File: src/hw/rtl/dhfk_pkg.sv
// shared types, constants and tables for the dh chain forward kinematics unit
package dhfk_pkg;

   localparam int FRAC_BITS_DEFAULT = 16;
   localparam int CORDIC_STEPS = 24;
   localparam int LEN_W = 26;
   localparam int ANGLE_W = 16;
   localparam int ENTRY_W = 32;
   localparam int CSR_IDX_W = 1;
   localparam int CSR_DATA_W = 26;
   localparam logic [CSR_IDX_W-1:0] CSR_LINK_LENGTH = 1'd0;
   localparam logic [CSR_IDX_W-1:0] CSR_BASE_ENABLE = 1'd1;
   localparam logic [LEN_W-1:0] LINK_LENGTH_RESET = 26'd8192000;
   localparam logic signed [63:0] CORDIC_X0 = 64'sd652032874;

   typedef struct packed {
      logic signed [ANGLE_W-1:0] angle_cdeg;
      logic last_joint;
   } req_payload_type;

   typedef struct packed {
      logic [1:0] row_index;
      logic [1:0] column_index;
      logic signed [ENTRY_W-1:0] entry_value;
      logic last_entry;
   } rsp_payload_type;

   // atan(2^-i) in hundredths of a degree times 2^16
   function automatic logic signed [31:0] atan_lookup(input logic [4:0] idx);
      logic signed [31:0] v;
      case (idx)
         5'd0: v = 32'sd294912000;
         5'd1: v = 32'sd174096719;
         5'd2: v = 32'sd91987925;
         5'd3: v = 32'sd46694507;
         5'd4: v = 32'sd23437865;
         5'd5: v = 32'sd11730358;
         5'd6: v = 32'sd5866610;
         5'd7: v = 32'sd2933484;
         5'd8: v = 32'sd1466764;
         5'd9: v = 32'sd733385;
         5'd10: v = 32'sd366693;
         5'd11: v = 32'sd183346;
         5'd12: v = 32'sd91673;
         5'd13: v = 32'sd45837;
         5'd14: v = 32'sd22918;
         5'd15: v = 32'sd11459;
         5'd16: v = 32'sd5730;
         5'd17: v = 32'sd2865;
         5'd18: v = 32'sd1432;
         5'd19: v = 32'sd716;
         5'd20: v = 32'sd358;
         5'd21: v = 32'sd179;
         5'd22: v = 32'sd90;
         5'd23: v = 32'sd45;
         default: v = 32'sd0;
      endcase
      return v;
   endfunction

   function automatic logic signed [ENTRY_W-1:0] sat32(input logic signed [63:0] v);
      logic signed [ENTRY_W-1:0] r;
      if (v > 64'sd2147483647) r = 32'sh7fffffff;
      else if (v < -64'sd2147483648) r = 32'sh80000000;
      else r = v[ENTRY_W-1:0];
      return r;
   endfunction

endpackage

File: src/hw/rtl/dhfk_cordic.sv
// iterative rotation-mode cordic, one micro-rotation per cycle
module dhfk_cordic #(
   parameter int FRAC_BITS = dhfk_pkg::FRAC_BITS_DEFAULT
) (
   input  logic clock,
   input  logic reset,
   input  logic start,
   input  logic signed [dhfk_pkg::ANGLE_W-1:0] angle,
   output logic done,
   output logic signed [dhfk_pkg::ENTRY_W-1:0] cos_out,
   output logic signed [dhfk_pkg::ENTRY_W-1:0] sin_out
);
   localparam int RSH = 30 - FRAC_BITS;
   localparam logic signed [63:0] HALF = 64'sd1 <<< (RSH - 1);

   logic signed [63:0] x_ff, x_in, y_ff, y_in;
   logic signed [33:0] z_ff, z_in;
   logic [4:0] step_ff, step_in;
   logic busy_ff, busy_in, neg_ff, neg_in, done_ff, done_in;
   logic signed [17:0] a_w;
   logic signed [63:0] xs, ys, xr, yr;
   logic signed [33:0] at;

   function automatic logic signed [63:0] rnd(input logic signed [63:0] v);
      logic signed [63:0] r;
      if (v >= 0) r = (v + HALF) >>> RSH;
      else r = -((-v + HALF) >>> RSH);
      return r;
   endfunction

   always_comb begin
      a_w = 18'(angle);
      // wrap into [-180, 180) degrees first
      if (a_w >= 18'sd18000) a_w = a_w - 18'sd36000;
      else if (a_w < -18'sd18000) a_w = a_w + 18'sd36000;
      neg_in = neg_ff;
      if (a_w > 18'sd9000) begin
         a_w = a_w - 18'sd18000;
         neg_in = 1'b1;
      end else if (a_w < -18'sd9000) begin
         a_w = a_w + 18'sd18000;
         neg_in = 1'b1;
      end else begin
         neg_in = 1'b0;
      end
      xs = x_ff >>> step_ff;
      ys = y_ff >>> step_ff;
      at = 34'(dhfk_pkg::atan_lookup(step_ff));
      x_in = x_ff;
      y_in = y_ff;
      z_in = z_ff;
      step_in = step_ff;
      busy_in = busy_ff;
      done_in = 1'b0;
      if (start) begin
         x_in = dhfk_pkg::CORDIC_X0;
         y_in = '0;
         z_in = 34'(a_w) <<< 16;
         step_in = '0;
         busy_in = 1'b1;
      end else if (busy_ff) begin
         neg_in = neg_ff;
         if (z_ff >= 0) begin
            x_in = x_ff - ys;
            y_in = y_ff + xs;
            z_in = z_ff - at;
         end else begin
            x_in = x_ff + ys;
            y_in = y_ff - xs;
            z_in = z_ff + at;
         end
         step_in = step_ff + 5'd1;
         if (step_ff == 5'(dhfk_pkg::CORDIC_STEPS - 1)) begin
            busy_in = 1'b0;
            done_in = 1'b1;
         end
      end else begin
         neg_in = neg_ff;
      end
      xr = rnd(x_ff);
      yr = rnd(y_ff);
      cos_out = neg_ff ? -xr[31:0] : xr[31:0];
      sin_out = neg_ff ? -yr[31:0] : yr[31:0];
   end

   assign done = done_ff;

   always_ff @(posedge clock) begin
      x_ff <= x_in;
      y_ff <= y_in;
      z_ff <= z_in;
      step_ff <= step_in;
      neg_ff <= neg_in;
      if (reset) begin
         busy_ff <= 1'b0;
         done_ff <= 1'b0;
      end else begin
         busy_ff <= busy_in;
         done_ff <= done_in;
      end
   end
endmodule

File: config.mk
export PLATFORM = sky130hd
export DESIGN_NAME = dhfk_cordic
export DESIGN_NICKNAME = d
export VERILOG_FILES = /design/src/hw/rtl/dhfk_pkg.sv /design/src/hw/rtl/dhfk_cordic.sv
export SDC_FILE = /design/constraint.sdc
export NUM_CORES = 2
export LEC_CHECK = 0
export BUFFER_PORTS_ARGS = -buffer_cell sky130_fd_sc_hd__buf_2
export CORE_UTILIZATION = 55
export CTS_CLUSTER_SIZE = 28
export DETAILED_ROUTE_END_ITERATION = 7
export PLACE_DENSITY = 0.74
export SYNTH_ARGS = -nofsm -noshare
export SYNTH_HDL_FRONTEND = slang
export SYNTH_SLANG_ARGS = --single-unit
File: constraint.sdc
create_clock -name clock -period 8.2 [get_ports clock]
set_clock_uncertainty 0.2 [all_clocks]
set_input_delay 0.82 -clock clock [delete_from_list [all_inputs] [get_ports clock]]
set_output_delay 0.82 -clock clock [all_outputs]
set_load 0.03 [all_outputs]
==> impl_metrics.toml <==
[run_status]
status = "completed"

[power_and_ir_drop]
p_sw_mw = 10.07
p_int_mw = 7.358
switching_share_pct = 57.78
p_comb_share_pct = 83.0
p_leak_nw = 15.31
p_total_mw = 17.43
ir_drop_uv = 370.2
clockPowerShare_pct = 5.1
p_seq_share_pct = 11.9
p_per_area_nw_per_um2 = 456.9

[detailed_routing]
drt_first_pass_iters = 7
drc = 0
antenna_left = 0
vias = 38412
drt_iter0_drc = 4943
via_per_inst = 6.985
routed_wl_um = 127000
wl_per_cell_um = 23.09

[worst_setup_path]
required_ns = 8.46
critPathSlowestCell = "mux4_2"
cpMostUsedCell = "o21ai_0"
path_max_fanout = 35
worst_ep_arrival_time_ns = 7.97
crit_family = "simple AND/OR/NAND/NOR gates"
path_buf_inv = 1
cpPeakStageDelay_ns = 0.61
crit_type = "reg -> reg"
endpoint_kind = "flip-flop"
start_kind = "flip-flop"

[die]
die_w_um = 259.4
num_rows = 94
core-area_um2 = 65630
initial_utilization_pct = 55.53
die_area_um2 = 67300
fp.dieH_um = 259.4
ios = 84

[timing]
timing.final.hold_violations = 0
slew_viol_final = 0
max_slew_margin_pct = 16.89
period_share_pct = 94.02
setup_viol = 0
finalCriticalPeriod_ns = 7.710
tightest_slew_ns = 1.234
tns_ns = 0
max_freq_ghz = 0.1297
rsz0062_at_grt = "no"

[logic_synthesis]
synth_warnings = 0
yosys_register_bits = 199
synth-edff-count = 19
ys_seq_area_share_pct = 11.45
synth_ff_type = "dfxtp_1"
avgSynthCellArea_um2 = 7.658
syn-cell-area_um2 = 36450
netlist_instances = 4759
synth.distinct_cells = 101
syn_nets = 4984
async_flop_share_pct = 0

[final_layout]
fin_nets = 4847
areaGrowthSynthToFinish_pct = 4.665
n_antenna_cell = 0
drive_above_1_share_pct = 12.28
final_common_cell = "nand2_1"
num-fill-cells = 6212
final_cell_mix = "459 x nand2_1, 404 x nor2_1, 347 x o21ai_0"

[grt]
grt_usage_pct = 36.73
first_global_vias = 34856
overflow = 0
grt_pass1_wl_um = 196700
grt_max_degree = 73
antenna_found_initial = 4

[hold_path]
hp-class = "in -> reg"

[cts]
clockBufferDepth = 2
htreeDepth = 4
clock_latency_ns = 0.53
clock_sinks = 199
holdBufCountCts = 0
path_clk_slew_ns = 0.08
cts_tree = "yes"
root_buffer = "clkbuf_16"
cts_buffers = 17

[run]
maxCapViolations = 0

[placed_design]
gp_congestion = 1.043
port_buffers = 83
hpwlAfterDp_um = 96580
## final cells by class
class | instances | area, um2 | area share [%]
Multi-Input combinational cell | 4099 | 30540 | 80.05
Sequential cell | 199 | 4197 | 11.00
Timing Repair Buffer | 191 | 1304 | 3.418
Tap cell | 864 | 1081 | 2.834
Clock buffer | 18 | 439.2 | 1.151
Inverter | 114 | 437.9 | 1.148
Clock inverter | 14 | 152.6 | 0.4002
## logic make-up after synthesis
group	count (synthesis)	share of synthesized area, %
buffers and inverters	461	4.834
adder cells (fa/ha/maj)	206	7.134
XOR/XNOR	472	11.34
AND/OR/NAND/NOR	1654	22.36
AO/OA/AOI/OAI	1344	24.02
flip-flops	199	11.45
multiplexers	423	18.85
## metal layers
layer	vias up	share of wire [%]	GRT usage (%)	routed length [um]
met5	-	0.013	0	17
met4	2	5.6	19.59	7103
met3	420	10	7.254	12830
met2	2209	44	57.50	56260
met1	18120	40	47.56	50770
li1	17661	-	-	-
## sequential cells by signal, summed over array words and instances, names as in the netlist
signal,cells
x_ff,64
y_ff,64
z_ff,34
at,29
step_ff,5
busy_ff,1
done,1
neg_ff,1
## repair_timing
item	in CTS	in global routing
endpoints found under the hold margin	0	0
gates resized for setup	0	2
endpoints found under the setup margin	0	2
setup buffers	0	0
## per-stage QoR
stage	utilization [%]	setup WS [ns]	instance area, um2	std cells	hold WS (ns)
floorplan	-	0.5239	36450	4759	0.2315
global placement	57.20	0.6674	37540	5467	0.2458
detailed placement	57.20	0.4346	37540	5467	0.2642
CTS	58.11	0.4229	38130	5499	0.2168
global route	58.13	0.02264	38150	5499	0.2352
finish	58.13	0.4903	38150	5499	0.2489
## worst reg2reg max path, cell delays in order, from the launching register on
cell	delay, ns
dfxtp_4	0.55
buf_12	0.31
mux4_2	0.63
mux4_2	0.56
nor2_1	0.35
a31oi_1	0.26
nor4_1	0.40
and4_1	0.47
or3b_2	0.54
nand2b_1	0.22
or2_2	0.40
nand2_1	0.14
xnor2_1	0.12
o21ai_0	0.09
ha_1	0.39
a21o_1	0.22
a21o_1	0.17
a21oi_1	0.13
o21ai_0	0.14
a21oi_1	0.18
o21ai_0	0.11
a2111oi_0	0.36
o21ai_0	0.16
nand3_1	0.15
mux2_2	0.34
nand4_1	0.07
## path summary, 6_finish.rpt
kind | start | to | slack, ns | depth (start not counted)
worst max register to register | step_ff[0] | x_ff[63] | 0.49 | 25
worst max-delay path | step_ff[0] | x_ff[63] | 0.49 | 25
worst min-delay path | reset | busy_ff | 0.25 | 2
worst min register to register | z_ff[10] | z_ff[10] | 0.27 | 2
## cell usage after synthesis, types with 29 or more instances
| master | count | area [um2] |
|---|---|---|
| nand3_1 | 128 | 640.6 |
| or3_1 | 63 | 394.1 |
| buf_1 | 63 | 236.5 |
| or4_1 | 34 | 255.2 |
| nor4_1 | 55 | 344.1 |
| nand2_1 | 460 | 1727 |
| o21a_1 | 29 | 217.7 |
| a31oi_1 | 64 | 400.4 |
| mux2i_1 | 170 | 1702 |
| o21bai_1 | 29 | 217.7 |
| mux2_2 | 47 | 529.3 |
| inv_1 | 108 | 405.4 |
| or2_2 | 37 | 231.5 |
| nand4_1 | 84 | 525.5 |
| o211ai_1 | 37 | 277.8 |
| dfxtp_1 | 180 | 3603 |
| o21ai_0 | 347 | 1737 |
| nor2_1 | 406 | 1524 |
| xor2_1 | 196 | 1717 |
| a21oi_1 | 288 | 1441 |
| nor3_1 | 145 | 725.7 |
| xnor2_1 | 276 | 2417 |
| and3_1 | 48 | 300.3 |
| a21o_1 | 134 | 1006 |
| clkbuf_1 | 261 | 979.7 |
| o31ai_1 | 61 | 457.9 |
| mux4_2 | 206 | 4639 |
| and2_1 | 41 | 256.5 |
| a211oi_1 | 51 | 382.9 |
| ha_1 | 203 | 2540 |
| o22ai_1 | 37 | 231.5 |
| nand2b_1 | 44 | 275.3 |
## power groups by stage
stage	combinational [mW]	clock, mW	sequential, mW
final	14.5	0.890	2.07
after global routing	15.7	0.936	2.10
after CTS	14.1	0.909	2.02
after detailed placement	14.0	0	2.05
after global placement	13.9	0	2.03
after floorplan	10.9	0	1.61
Power figures use the tool's default switching activity.
